## config.mk

```make
export PLATFORM = sky130hd
export DESIGN_NAME = srdp_finish
export DESIGN_NICKNAME = d
export VERILOG_FILES = /design/src/rtl/srdp_pkg.sv /design/src/rtl/srdp_finish.sv
export SDC_FILE = /design/constraint.sdc
export NUM_CORES = 1
export LEC_CHECK = 0
export ABC_AREA = 1
export BUFFER_PORTS_ARGS = -buffer_cell sky130_fd_sc_hd__buf_2
export CORE_MARGIN = 10
export CORE_UTILIZATION = 45
export CTS_CLUSTER_SIZE = 20
export DETAILED_ROUTE_END_ITERATION = 8
export GPL_TIMING_DRIVEN = 1
export HOLD_SLACK_MARGIN = 0.03
export PLACE_DENSITY = 0.88
export REMOVE_ABC_BUFFERS = 1
export SLEW_MARGIN = 0
export SYNTH_ARGS = -nofsm -noshare
export SYNTH_HDL_FRONTEND = slang
export SYNTH_SLANG_ARGS = --single-unit
```

## constraint.sdc

```tcl
create_clock -name clock -period 3.2 [get_ports clock]
set_input_delay 0.64 -clock clock [delete_from_list [all_inputs] [get_ports clock]]
set_output_delay 0.64 -clock clock [all_outputs]
set_load 0.02 [all_outputs]
```

## src/rtl/srdp_pkg.sv

```systemverilog
`timescale 1ns / 1ps
// Shared types, widths and constants of the radial deadzone / polar block.
// Holds the CORDIC arctangent table; no dependencies.
package srdp_pkg;

   localparam int RADIUS_W = 7;
   localparam logic [RADIUS_W-1:0] RADIUS_RESET = 7'd60;

   localparam int SQRT_STEPS = 16;
   localparam int DIV_STEPS = 17;
   localparam int STEP_COUNT = SQRT_STEPS + 1 + DIV_STEPS;
   localparam int ATAN_LEN = 24;

   localparam int CW = 28;
   localparam int ZW = 35;

   localparam logic signed [ZW-1:0] PI_Q30 = 35'sd3373259426;
   localparam logic [14:0] ANGLE_LIMIT = 15'd25736;
   localparam logic [15:0] MAG_LIMIT = 16'd32768;
   localparam logic [16:0] MAG_LIMIT_Q = 17'd32768;
   localparam logic [7:0] FULL_SCALE = 8'd128;
   localparam logic [ZW-1:0] ROUND_HALF = 35'd65536;

   typedef struct packed {
      logic [7:0] x_raw;
      logic [7:0] y_raw;
   } req_type;

   typedef struct packed {
      logic [15:0] magnitude;
      logic signed [15:0] angle;
      logic in_deadzone;
   } rsp_type;

   typedef struct packed {
      logic in_dz;
      logic zero;
      logic [RADIUS_W-1:0] r;
      logic [17:0] sq_rem;
      logic [15:0] sq_root;
      logic [31:0] sq_bits;
      logic [7:0] div_rem;
      logic [16:0] div_bits;
      logic [16:0] quot;
      logic [7:0] dvsr;
      logic ovf;
      logic signed [CW-1:0] cx;
      logic signed [CW-1:0] cy;
      logic signed [ZW-1:0] cz;
   } stage_type;

   function automatic logic signed [ZW-1:0] atan_q30(input int idx);
      logic signed [ZW-1:0] val;
      unique case (idx)
         0: val = 35'sh03243F6A8;
         1: val = 35'sh01DAC6705;
         2: val = 35'sh00FADBAFC;
         3: val = 35'sh007F56EA6;
         4: val = 35'sh003FEAB76;
         5: val = 35'sh001FFD55B;
         6: val = 35'sh000FFFAAA;
         7: val = 35'sh0007FFF55;
         8: val = 35'sh0003FFFEA;
         9: val = 35'sh0001FFFFD;
         10: val = 35'sh0000FFFFF;
         11: val = 35'sh00007FFFF;
         12: val = 35'sh00003FFFF;
         13: val = 35'sh00001FFFF;
         14: val = 35'sh00000FFFF;
         15: val = 35'sh000007FFF;
         16: val = 35'sh000003FFF;
         17: val = 35'sh000001FFF;
         18: val = 35'sh000000FFF;
         19: val = 35'sh0000007FF;
         20: val = 35'sh0000003FF;
         21: val = 35'sh0000001FF;
         22: val = 35'sh0000000FF;
         23: val = 35'sh00000007F;
         default: val = '0;
      endcase
      return val;
   endfunction

endpackage

```

## src/rtl/srdp_finish.sv

```systemverilog
`timescale 1ns / 1ps
// Output stages: angle rounding and clamp, magnitude saturation, deadzone
// and centre zeroing. Two register stages; depends on srdp_pkg.
module srdp_finish (
   input  logic                clock,
   input  logic                reset,
   input  logic                en,
   input  logic                in_valid,
   input  srdp_pkg::stage_type in_stage,
   output logic                out_valid,
   output srdp_pkg::rsp_type   out_data
);

   typedef struct packed {
      logic [15:0] mag;
      logic [17:0] q;
      logic neg;
      logic zero;
      logic in_dz;
   } fin_type;

   logic f1_valid_ff, f2_valid_ff;
   fin_type f1_ff, f1_in;
   srdp_pkg::rsp_type f2_ff, f2_in;

   always_comb begin
      logic [srdp_pkg::ZW-1:0] m;
      logic [srdp_pkg::ZW-1:0] rnd;
      m = in_stage.cz[srdp_pkg::ZW-1] ? -in_stage.cz : in_stage.cz;
      rnd = m + srdp_pkg::ROUND_HALF;
      f1_in.q = rnd[34:17];
      f1_in.neg = in_stage.cz[srdp_pkg::ZW-1];
      f1_in.zero = in_stage.zero;
      f1_in.in_dz = in_stage.in_dz;
      if (in_stage.ovf || (in_stage.quot > srdp_pkg::MAG_LIMIT_Q)) begin
         f1_in.mag = srdp_pkg::MAG_LIMIT;
      end else begin
         f1_in.mag = in_stage.quot[15:0];
      end
   end

   always_comb begin
      logic [14:0] qc;
      logic signed [15:0] ang;
      qc = (f1_ff.q > {3'b000, srdp_pkg::ANGLE_LIMIT}) ? srdp_pkg::ANGLE_LIMIT
                                                         : f1_ff.q[14:0];
      ang = f1_ff.neg ? -$signed({1'b0, qc}) : $signed({1'b0, qc});
      priority if (f1_ff.in_dz) begin
         f2_in.magnitude = '0;
         f2_in.angle = '0;
         f2_in.in_deadzone = 1'b1;
      end else if (f1_ff.zero) begin
         f2_in.magnitude = f1_ff.mag;
         f2_in.angle = '0;
         f2_in.in_deadzone = 1'b0;
      end else begin
         f2_in.magnitude = f1_ff.mag;
         f2_in.angle = ang;
         f2_in.in_deadzone = 1'b0;
      end
   end

   always_ff @(posedge clock) begin
      if (reset) begin
         f1_valid_ff <= 1'b0;
         f2_valid_ff <= 1'b0;
      end else if (en) begin
         f1_valid_ff <= in_valid;
         f2_valid_ff <= f1_valid_ff;
      end
   end

   always_ff @(posedge clock) begin
      if (en) begin
         f1_ff <= f1_in;
         f2_ff <= f2_in;
      end
   end

   assign out_valid = f2_valid_ff;
   assign out_data = f2_ff;

endmodule

```

== After elaboration in Yosys (flattened, before gate mapping) ==
Cells that the tools add are included.
Storage, ports and cells
  output and inout bits: 34
  register bits: 72
  bits of input ports: 221
Cells by class
  multiplexer cells: 3
  add/subtract/negate cells: 3
  bitwise operators: 1
  reduce and logical (&&, ||, !) cells: 3
  magnitude comparators: 2
Operators by type and width (number)
  adder 35 x 17 -> 35 bit (second input constant): 1
  2-to-1 mux 35 bit: 1
  negator 35 bit: 1
  greater-than comparator 18 x 15 -> 1 bit (second input constant): 1
  greater-than comparator 17 x 16 -> 1 bit (second input constant): 1
  2-to-1 mux 16 bit: 1
  negator 15 -> 16 bit: 1
  2-to-1 mux 15 bit: 1
  OR reduction 3 bit: 1
  OR reduction 2 bit: 1
  logical OR 1 bit: 1
  NOT 1 bit: 1

== Depth between registers and ports, before layout ==
Gate-level depths: netlist of the first run.
  word-level depth: 4
  gate-level depth with buffers: 18

== Least setup slack after synthesis of the first run ==
OpenSTA, ideal clock, no wires.
  kind: register -> register
  start: register f1_ff[14] (netlist bit)
  end: register f2_ff (netlist bit out_data[13]) (data pin)
  cell stages (with the launch flop): 17
  data required time: 2.930 ns
  arrival time: 1.999 ns
  path slack: 0.931 ns
  cell sequence: edfxtp_1 -> nor2_1 -> nand2_1 -> nor2_1 -> nand2_1 -> nand2_1 -> nand2_2 -> buf_2 -> nand2_1 -> ha_1 -> inv_1 -> nor2_1 -> nand4_1 -> nor2_1 -> nand2_1 -> nand3_1 -> a21oi_1
On the way
  cells in the longest elaborated chain, start to end: 4
RTL lines
  from (decl): RTL line srdp_finish.sv:23  | fin_type f1_ff, f1_in;
  from (signal assigned): RTL line srdp_finish.sv:75  | f1_ff <= f1_in;
  greater-than comparator 18 x 15 -> 1 bit: RTL line srdp_finish.sv:45  | qc = (f1_ff.q > {3'b000, srdp_pkg::ANGLE_LIMIT}) ? srdp_pkg::ANGLE_LIMIT
  2-to-1 mux 15 bit (*): RTL line srdp_finish.sv:45
  negator 15 -> 16 bit: RTL line srdp_finish.sv:47  | ang = f1_ff.neg ? -$signed({1'b0, qc}) : $signed({1'b0, qc});
  2-to-1 mux 16 bit (*): RTL line srdp_finish.sv:47
  to (signal assigned): RTL line srdp_finish.sv:76  | f2_ff <= f2_in;
  to (decl): RTL line srdp_finish.sv:24  | srdp_pkg::rsp_type f2_ff, f2_in;
Every way passes the cells marked *; elsewhere a longest branch is shown, timed or not.
A chain may end at the register's enable or synchronous reset.

== Final worst setup path of the first run ==
  start: register f1_ff[15] (netlist bit)
  end: register f2_ff (netlist bit out_data[15]) (data pin)
Same word-level chain as after synthesis.

==> flow_summary.yaml, run 1 <==
drt:
  routedWlPerCell_um: 11.49
  drt_iter0_markers: 221
  drt_wl_total_um: 9437
  ant_nets: 0
  vias: 3903
  drc_errors: 0
  first_pass_iters: 4
  vias_per_cell: 4.754
cts:
  cts_setup_buffers: 0
  cts_hold_buffers: 0
  clock_path_buffers: 2
  clock-sinks: 72
  cts_tree: "done"
  insertion_delay_ns: 0.34
  cts-resized-gates: 0
  h-tree-depth: 3
  cts_inserted_buffers: 9
  clk_pin_slew_worst_paths_ns: 0.08
  root_buffer: "clkbuf_8"
setup_path:
  r2r_slack_ns: 0.59
  r2r-end: "out_data[15]$_SDFFCE_PP0P_"
  cp-end-kind: "flip-flop"
  worstPathArrival_ns: 2.67
  critPathRequiredTime_ns: 3.26
  worstSetupPathType: "flip-flop to flip-flop"
  rr_worst_depth: 15
  start_kind: "flip-flop"
  cp_max_fo: 19
  r2r_start: "f1_ff[15]$_DFFE_PP_"
timing:
  skew_ns: 0.009958
  setup_viol: 0
  finalHoldViolations: 0
  fin_ws_ns: 0.5893
  fin_setup_tns_ns: 0
  worstMarginPinSlew_ns: 0.6154
  fmax_mhz: 383.0
  max_slew_margin_pct: 58.97
  drv_slew: 0
  fin_crit_ns: 2.611
  rsz0062_at_grt: "false"
  finalCritPeriodShare_pct: 81.58
grt:
  track_usage_pct: 12.60
  grt_pass1_wl_um: 15560
  overflow: 0
  antenna_found_initial: 0
  grt_pass1_vias: 3518
  grt_max_degree: 48
synth:
  ys_ff_latch: 72
  syn-instance-count: 589
  syn_avg_cell_area_um2: 7.822
  synth_ff_type: "edfxtp_1"
  yosys-top-cells-area: "edfxtp_1 46%, nand2_1 11%, nor2_1 8.1%, inv_1 7.6%, nand3_1 5.0%"
  ys_seq_area_share_pct: 46.50
  async_reset_ff_share_pct: 0
  synth_top_cell_by_area: "edfxtp_1"
  synthDistinctLibCells: 33
  synth.top_cell.area_share_pct: 45.63
  ys_warn_count: 0
  synth-edff-count: 70
  synth_area_um2: 4607
status:
  outcome: "completed"
pwr:
  p_int_mw: 1.680
  p_per_area_nw_per_um2: 423.1
  comb_power_share_pct: 15.9
  p_switching_uw: 621.0
  power_leakage_nw: 2.540
  vdd_drop_max_mv: 0.2586
  p_seq_share_pct: 49.9
  clockPowerShare_pct: 34.2
  power.share.switching_pct: 26.99
placement:
  port_buffers: 92
  dp_slack_ns: 0.5713
  gp_congestion: 0.9194
  dp_cells: 805
  hpwl_um: 7708
cells_and_area:
  nFillCells: 955
  antenna_cells: 0
  stdcell_count: 821
  area_delta_synth_final_pct: 18.03
  nets: 906
  drive_gt1_share_pct: 24.85
die:
  start_util_pct: 46.70
  ios: 255
  die_x_um: 121.2
  dieArea_um2: 14680
  core_um2: 9864
  num_rows: 36
  die_y_um: 121.2
min_path:
  holdCritStartpoint: "reset"
  holdPathEnd: "out_valid$_SDFFE_PP0P_"
  hp-class: "input pin to flip-flop"
  min_delay_path_depth: 2
run:
  max_cap_viol_count: 0
==> worst max-delay path: stages, from the launching register on <==
cell and delay, ns:
edfxtp_1 0.43, nor2_1 0.19, nand2_1 0.09, nor2_1 0.10, nand2_1 0.06, nand2_1 0.06
nand2_2 0.20, nand2_1 0.16, ha_1 0.18, inv_1 0.06, nor2_1 0.12, nand4_1 0.14
nor2_1 0.26, nand3_1 0.12, nand3_1 0.09, a21oi_1 0.08
==> per-stage QoR <==
stage / instance area [µm²] / power (mW) / hold WS [ns] / utilization, %
after global routing: 5438 / 2.427 / 0.4503 / 55.12
after global placement: 5211 / 1.524 / 0.4421 / 52.83
after CTS: 5438 / 2.320 / 0.4390 / 55.12
after floorplan: 4564 / 1.393 / 0.4303 / -
after detailed placement: 5211 / 1.535 / 0.4504 / 52.83
final: 5438 / 2.301 / 0.4565 / 55.12
==> cells in the final DEF (no fill, tap or decap), types with 4 or more instances in the layout <==
| cell type | n |
|---|---|
| nor2_4 | 11 |
| o211ai_1 | 5 |
| o21ai_0 | 11 |
| inv_2 | 5 |
| buf_2 | 92 |
| clkbuf_8 | 9 |
| a21oi_1 | 18 |
| nand4_1 | 14 |
| nand2_1 | 132 |
| nor2_1 | 99 |
| inv_1 | 93 |
| nand3_2 | 5 |
| nand2_2 | 18 |
| nand2_4 | 6 |
| nand3_1 | 46 |
| nor3_1 | 7 |
| nand3b_1 | 4 |
| nor2_2 | 13 |
| xor2_1 | 6 |
| edfxtp_1 | 70 |
==> final cells by class <==
cell class / instances / area, µm² / share of cell area, %
flip-flops and latches: 72 / 2142 / 39.39
multi-input cells: 409 / 2054 / 37.78
repair buffers: 93 / 480.5 / 8.836
inverters: 98 / 367.9 / 6.765
well taps: 133 / 166.4 / 3.060
clock buffers: 9 / 123.9 / 2.278
clock inverters: 7 / 102.6 / 1.887
==> flip-flops by register name, summed over array words and instances (netlist names) <==
register	flops
f1_ff	37
out_data	33
f1_valid_ff	1
out_valid	1
==> kinds of logic after synthesis <==
family / share of synthesized area, %
simple gates: 37.94
buf+inv: 8.908
flops: 46.50
compound gates: 4.590
xor+xnor: 1.521
fa+ha+maj: 0.5431
==> power groups by stage <==
stage          clock network [mW]  registers, mW  logic [mW]
2_1_floorplan                   0           1.20       0.197
3_3_place_gp                    0           1.17       0.358
3_5_place_dp                    0           1.17       0.366
4_1_cts                     0.804           1.15       0.367
5_1_grt                     0.859           1.15       0.414
6_report                    0.788           1.15       0.365
==> cells in the mapped netlist, types with 2 or more instances <==
cell type,count
a21oi_1,18
buf_2,4
clkbuf_1,5
dfxtp_1,2
edfxtp_1,70
ha_1,2
inv_1,93
inv_2,5
nand2_1,132
nand2_2,18
nand2_4,6
nand3_1,46
nand3_2,5
nand3b_1,4
nand4_1,14
nor2_1,99
nor2_2,13
nor2_4,11
nor3_1,7
nor4_1,2
o211ai_1,5
o21ai_0,11
xnor2_1,2
xor2_1,6
==> worst max path at each step <==
stage	startpoint	end	slack, ns	cells after the start
after floorplan	in_stage[13]	f1_ff[16]$_DFFE_PP_	0.93	15
after global placement	f1_ff[14]$_DFFE_PP_	out_data[15]$_SDFFCE_PP0P_	0.67	15
after detailed placement	in_stage[1]	f1_ff[16]$_DFFE_PP_	0.57	16
after CTS	f1_ff[15]$_DFFE_PP_	out_data[15]$_SDFFCE_PP0P_	0.62	15
after global routing	f1_ff[15]$_DFFE_PP_	out_data[13]$_SDFFCE_PP0P_	0.38	16
final	f1_ff[15]$_DFFE_PP_	out_data[15]$_SDFFCE_PP0P_	0.59	15
==> per-layer routing <==
| metal | global-route usage [%] | share of wire [%] |
|---|---|---|
| met3 | 2.606 | 6.3 |
| met4 | 5.812 | 1.9 |
| met5 | 0 | 0 |
| met1 | 15.75 | 44 |
| met2 | 20.44 | 47 |
No activity file was read; power rests on OpenSTA's default activity.
==> inputs of run 2 (changes only) <==
--- a/config.mk
+++ b/config.mk
@@ -8,12 +8,12 @@
 export ABC_AREA = 1
 export BUFFER_PORTS_ARGS = -buffer_cell sky130_fd_sc_hd__buf_2
 export CORE_MARGIN = 10
-export CORE_UTILIZATION = 45
+export CORE_UTILIZATION = 41
 export CTS_CLUSTER_SIZE = 20
 export DETAILED_ROUTE_END_ITERATION = 8
 export GPL_TIMING_DRIVEN = 1
 export HOLD_SLACK_MARGIN = 0.03
-export PLACE_DENSITY = 0.88
+export PLACE_DENSITY = 0.85
 export REMOVE_ABC_BUFFERS = 1
 export SLEW_MARGIN = 0
 export SYNTH_ARGS = -nofsm -noshare
==> constraint.sdc (replaced) <==
create_clock -name clock -period 2.35 [get_ports clock]
set_input_delay 0.47 -clock clock [delete_from_list [all_inputs] [get_ports clock]]
set_output_delay 0.47 -clock clock [all_outputs]
set_load 0.02 [all_outputs]
==> run 2 against run 1 <==
Effect of this change:
- maximum frequency rose by 17%
- critical path depth fell by 1
- clock power rose by 97%
- worst hold slack got worse by 0.16 ns
- first-iteration DRC count rose by 42%
- final area rose by 6.2%
- routed wire length rose by 8.4%
- clock skew fell by 0.0021 ns
==> flow_summary.yaml, run 2 (synthesis gave the netlist of run 1 again) <==
drt:
  ant_nets: 0
  drt_iter0_markers: 313
  vias_per_cell: 4.770
  drt_wl_total_um: 10230
  drc_errors: 0
  first_pass_iters: 5
  routedWlPerCell_um: 12.09
  vias: 4035
cells_and_area:
  final_common_cell: "nand2_1"
  area_delta_synth_final_pct: 25.34
  drive_gt1_share_pct: 28.61
  nFillCells: 1031
  seqCellArea_um2: 2142
  largest_reg_flops: 37
  multi_input_area_um2: 2123
  regMostFlops: "f1_ff"
  antenna_cells: 0
  final_cell_mix: "128 x nand2_1, 94 x nor2_1, 92 x inv_1, 92 x buf_2, 70 x edfxtp_1"
  utilization_pct: 52.80
  nets: 924
placement:
  gp_congestion: 0.8576
  port_buffers: 92
  hpwl_um: 7968
cts:
  root_buffer: "clkbuf_16"
  clock-sinks: 72
  h-tree-depth: 3
  cts_hold_buffers: 0
  clock_path_buffers: 2
  insertion_delay_ns: 0.34
  clk_pin_slew_worst_paths_ns: 0.06
  cts_tree: "done"
  cts_inserted_buffers: 9
setup_path:
  cp-end-kind: "flip-flop"
  start_kind: "flip-flop"
  critPathRequiredTime_ns: 2.44
  r2r-end: "out_data[14]$_SDFFCE_PP0P_"
  r2r_slack_ns: 0.12
  cp_max_fo: 17
  crit_end: "out_data[14]$_SDFFCE_PP0P_"
  r2r_start: "f1_ff[14]$_DFFE_PP_"
  worstSetupPathType: "flip-flop to flip-flop"
  crit_start: "f1_ff[14]$_DFFE_PP_"
  rr_worst_depth: 14
  worstPathArrival_ns: 2.32
timing:
  skew_ns: 0.007825
  max_slew_margin_pct: 60.93
  drv_slew: 0
  worstMarginPinSlew_ns: 0.5860
  fmax_mhz: 449.3
  fin_hold_ws_ns: 0.2981
  setup_viol: 0
  fin_crit_ns: 2.226
  rsz0062_at_grt: "true"
  finalHoldViolations: 0
  finalCritPeriodShare_pct: 94.71
grt:
  grt_use_met2_pct: 21.07
  grt_busiest_layer: "met2"
  grt_pass1_wl_um: 16800
  antenna_found_initial: 0
  grt_pass1_vias: 3762
  grt_max_degree: 74
  track_usage_pct: 12.45
  grtUsageMet1_pct: 15.00
  overflow: 0
  met3_usage_pct: 2.307
pwr:
  comb_power_share_pct: 15.0
  power_leakage_nw: 2.695
  p_seq_share_pct: 42.7
  clockPowerShare_pct: 42.3
  power.share.switching_pct: 24.83
  vdd_drop_max_mv: 0.6581
  p_per_area_nw_per_um2: 634.3
  p_int_mw: 2.753
  p_switching_uw: 909.5
min_path:
  min_delay_path_depth: 2
  hp-class: "input pin to flip-flop"
die:
  core_um2: 10940
  start_util_pct: 42.13
  dieArea_um2: 15880
  num_rows: 38
  ios: 255
  die_x_um: 126
  die_y_um: 126
run:
  max_cap_viol_count: 0
status:
  outcome: "completed"
-- run 2: cell count changes in the layout (fill, tap and decap cells not counted), sizes merged --
cell,previous run,this run
bufinv,2,3
buf,93,111
clkbuf,9,10
clkinv,2,0
-- run 2: repair_timing --
item,in CTS,in global routing
setup endpoints to repair,0,8
setup buffers,0,5
resized for setup,0,22
-- run 2: through the flow --
| stage | instance area [µm²] | worst slack (ns) | setup TNS, ns | power (mW) | instances |
|---|---|---|---|---|---|
| 3_3_place_gp | 5318 | 0.03489 | 0 | 2.094 | 825 |
| 5_1_grt | 5774 | -0.1153 | -0.5520 | 3.814 | 846 |
| 6_report | 5774 | 0.1244 | 0 | 3.662 | 846 |
| 3_5_place_dp | 5318 | -0.01292 | -0.01292 | 2.110 | 825 |
| 2_1_floorplan | 4564 | 0.1447 | 0 | 1.896 | 579 |
| 4_1_cts | 5662 | 0.06184 | 0 | 3.655 | 841 |
-- run 2: power groups by stage --
stage	Clock, mW	Sequential, mW	Combinational, mW
final	1.55	1.56	0.550
after global routing	1.62	1.57	0.620
after CTS	1.57	1.56	0.529
after detailed placement	0	1.58	0.525
after global placement	0	1.58	0.514
after floorplan	0	1.63	0.268
-- run 2: per-layer routing --
layer	routed length, µm	vias to the layer above
met5	0	-
met3	581	21
met4	221	0
li1	-	2118
met1	4451	1766
met2	4975	130
-- run 2: critical path: stages (launching register included) --
cell and delay, ns:
edfxtp_1 0.41, nor2_2 0.14, nand2_1 0.07, buf_4 0.13
nor2_1 0.08, nand3_1 0.09, nand2_2 0.13, buf_6 0.18
nand2_1 0.12, nor2_1 0.18, nand3_2 0.11, nand2_1 0.10
nand2_1 0.08, nor2_1 0.10, nor2_1 0.05
-- run 2: worst min-delay path by stage --
stage / startpoint / to / slack, ns
after floorplan: f1_valid_ff$_SDFFE_PP0P_ / out_valid$_SDFFE_PP0P_ / 0.43
after global placement: f1_valid_ff$_SDFFE_PP0P_ / out_valid$_SDFFE_PP0P_ / 0.44
after detailed placement: f1_valid_ff$_SDFFE_PP0P_ / f1_valid_ff$_SDFFE_PP0P_ / 0.46
after CTS: reset / f1_valid_ff$_SDFFE_PP0P_ / 0.30
after global routing: reset / f1_valid_ff$_SDFFE_PP0P_ / 0.31
final: reset / f1_valid_ff$_SDFFE_PP0P_ / 0.30
-- run 2: layout make-up --
type | count | area share, %
repair buffers | 111 | 10.73
multi-input cells | 409 | 36.77
flip-flops and latches | 72 | 37.10
clock buffers | 10 | 3.965
well taps | 140 | 3.034
inverters | 98 | 6.414
clock inverters | 6 | 1.993
==> inputs of run 3 (changes only) <==
--- a/config.mk
+++ b/config.mk
@@ -7,13 +7,15 @@
 export LEC_CHECK = 0
 export ABC_AREA = 1
 export BUFFER_PORTS_ARGS = -buffer_cell sky130_fd_sc_hd__buf_2
+export CELL_PAD_IN_SITES_DETAIL_PLACEMENT = 1
+export CELL_PAD_IN_SITES_GLOBAL_PLACEMENT = 2
 export CORE_MARGIN = 10
-export CORE_UTILIZATION = 41
+export CORE_UTILIZATION = 21
 export CTS_CLUSTER_SIZE = 20
 export DETAILED_ROUTE_END_ITERATION = 8
 export GPL_TIMING_DRIVEN = 1
 export HOLD_SLACK_MARGIN = 0.03
-export PLACE_DENSITY = 0.85
+export PLACE_DENSITY_LB_ADDON = 0.25
 export REMOVE_ABC_BUFFERS = 1
 export SLEW_MARGIN = 0
 export SYNTH_ARGS = -nofsm -noshare
==> run 3 against run 2 <==
Effect of this change:
- clock-buffer cell count down 1
- non-clock buffer count rose by 21
- total power down 5.1%
- setup slack got worse by 0.028 ns
- largest cell class is now multi-input combinational cells
- highest routed layer unchanged
- maximum frequency shrank 1.3%
- combinational power up 9.6%
- flip-flop and latch count is the same
- clock skew decreased by 0.0014 ns
- clock power down 15%
- register-to-register slack worse by 0.03 ns
- sequential power barely moved
- global-route usage decreased by 3.2 points
==> flow_summary.yaml, run 3 (synthesis gave the netlist of run 1 again) <==
placement:
  port_buffers: 92
  dp_cells: 982
  gp_congestion: 0.7809
  hpwl_um: 10690
cts:
  insertion_delay_ns: 0.34
  cts_hold_buffers: 0
  clk_pin_slew_worst_paths_ns: 0.06
  clock-sinks: 72
  root_buffer: "clkbuf_16"
  clock_path_buffers: 2
  h-tree-depth: 3
  cts_tree: "done"
  cts_inserted_buffers: 9
drt:
  drt_iter0_markers: 122
  vias_per_cell: 4.123
  ant_nets: 0
  drc_errors: 0
  first_pass_iters: 4
  routedWlPerCell_um: 12.90
  vias: 4152
  drt_wl_total_um: 12990
die:
  dieArea_um2: 28260
  ios: 255
  die_y_um: 168.1
  die_x_um: 168.1
  num_rows: 54
  start_util_pct: 21.24
  core_um2: 21690
timing:
  finalCritPeriodShare_pct: 95.91
  max_slew_margin_pct: 63.96
  worstMarginPinSlew_ns: 0.5400
  setup_viol: 0
  finalHoldViolations: 0
  skew_ns: 0.006378
  drv_slew: 0
  fmax_mhz: 443.7
  fin_crit_ns: 2.254
  rsz0062_at_grt: "true"
cells_and_area:
  regMostFlops: "f1_ff"
  nFillCells: 2667
  stdcell_count: 1007
  area_delta_synth_final_pct: 32.32
  drive_gt1_share_pct: 31.91
  final_cell_mix: "126 x nand2_1, 92 x nor2_1, 92 x inv_1, 92 x buf_2, 70 x edfxtp_1"
  largest_reg_flops: 37
  final_common_cell: "nand2_1"
  nets: 945
  antenna_cells: 0
min_path:
  holdCritStartpoint: "in_stage[215]"
  hp-class: "input pin to flip-flop"
grt:
  track_usage_pct: 9.294
  grt_pass1_vias: 4533
  grt_max_degree: 74
  antenna_found_initial: 0
  grt_pass1_wl_um: 21730
  overflow: 0
pwr:
  p_per_area_nw_per_um2: 570.3
  total_power_mw: 3.476
  power_leakage_nw: 2.773
  vdd_drop_max_mv: 0.2700
run:
  max_cap_viol_count: 0
setup_path:
  worstSetupPathType: "flip-flop to flip-flop"
  start_kind: "flip-flop"
  cp_max_fo: 4
  crit_start: "f1_ff[20]$_DFFE_PP_"
  cp-end-kind: "flip-flop"
  worstPathArrival_ns: 2.32
  critPathRequiredTime_ns: 2.42
  r2r_start: "f1_ff[20]$_DFFE_PP_"
status:
  outcome: "completed"
==> run 3: cell count changes in the layout (fill, tap and decap cells not counted), sizes merged <==
cell      delta
bufinv       -3
buf         +21
clkbuf       -1
clkinvlp     +1
inv          +2
clkinv       +1
==> run 3: layer usage <==
metal  share of wire, %  vias up  global-route usage (%)
met5                  0        -                       0
met4                1.4        0                   3.444
met3                4.1       12                   2.002
met2                 50       63                   16.07
met1                 44     1916                   11.03
li1                   -     2161                       -
==> run 3: what timing repair did <==
| item | CTS | global route |
|---|---|---|
| setup buffers | 0 | 9 |
| endpoints found under the setup margin | 2 | 10 |
| resized for setup | 1 | 30 |
| pin swaps | 0 | 18 |
==> run 3: final cells by class <==
type / count / area, µm² / area share, %
sequential: 72 / 2142 / 35.14
inverter: 98 / 367.9 / 6.034
timing repair buffer: 132 / 798.3 / 13.10
tap: 280 / 350.3 / 5.747
multi-input combinational: 409 / 2151 / 35.28
clock buffer: 9 / 225.2 / 3.695
clock inverter: 7 / 61.31 / 1.006
==> run 3: final timing paths <==
check | to | slack [ns] | depth (start not counted)
min | f1_ff[1]$_DFFE_PP_ | 0.30 | 1
max reg2reg | out_data[9]$_SDFFCE_PP0P_ | 0.1 | 15
min reg2reg | out_valid$_SDFFE_PP0P_ | 0.47 | 2
max | out_data[9]$_SDFFCE_PP0P_ | 0.1 | 15
==> run 3: where the power goes <==
| group | switching, mW | internal, mW |
|---|---|---|
| Combinational | 0.383 | 0.221 |
| Clock | 0.578 | 0.734 |
| Sequential | 0.0456 | 1.52 |
==> run 3: per-stage QoR <==
stage / hold slack [ns] / cell area [µm²] / setup WS (ns) / setup TNS [ns] / util, %
after CTS: 0.2884 / 5922 / 0.01248 / 0 / 27.30
after global placement: 0.4381 / 5633 / -0.01528 / -0.02517 / 25.97
after detailed placement: 0.4668 / 5633 / -0.04582 / -0.1037 / 25.97
final: 0.3035 / 6096 / 0.09613 / 0 / 28.11
after floorplan: 0.4303 / 4564 / 0.1447 / 0 / -
after global routing: 0.2983 / 6096 / -0.08634 / -0.2498 / 28.11
==> run 3: critical path: stages (launching register included) <==
cell	delay, ns
edfxtp_1	0.37
nor2_2	0.14
nand3_1	0.09
nor2_1	0.13
nand2_1	0.06
nand2_1	0.07
nand2_2	0.11
nand2_2	0.12
ha_4	0.14
inv_2	0.04
nor2_4	0.11
nand4_1	0.17
nor2_4	0.21
nor2_1	0.07
o21ai_1	0.08
a21oi_1	0.08
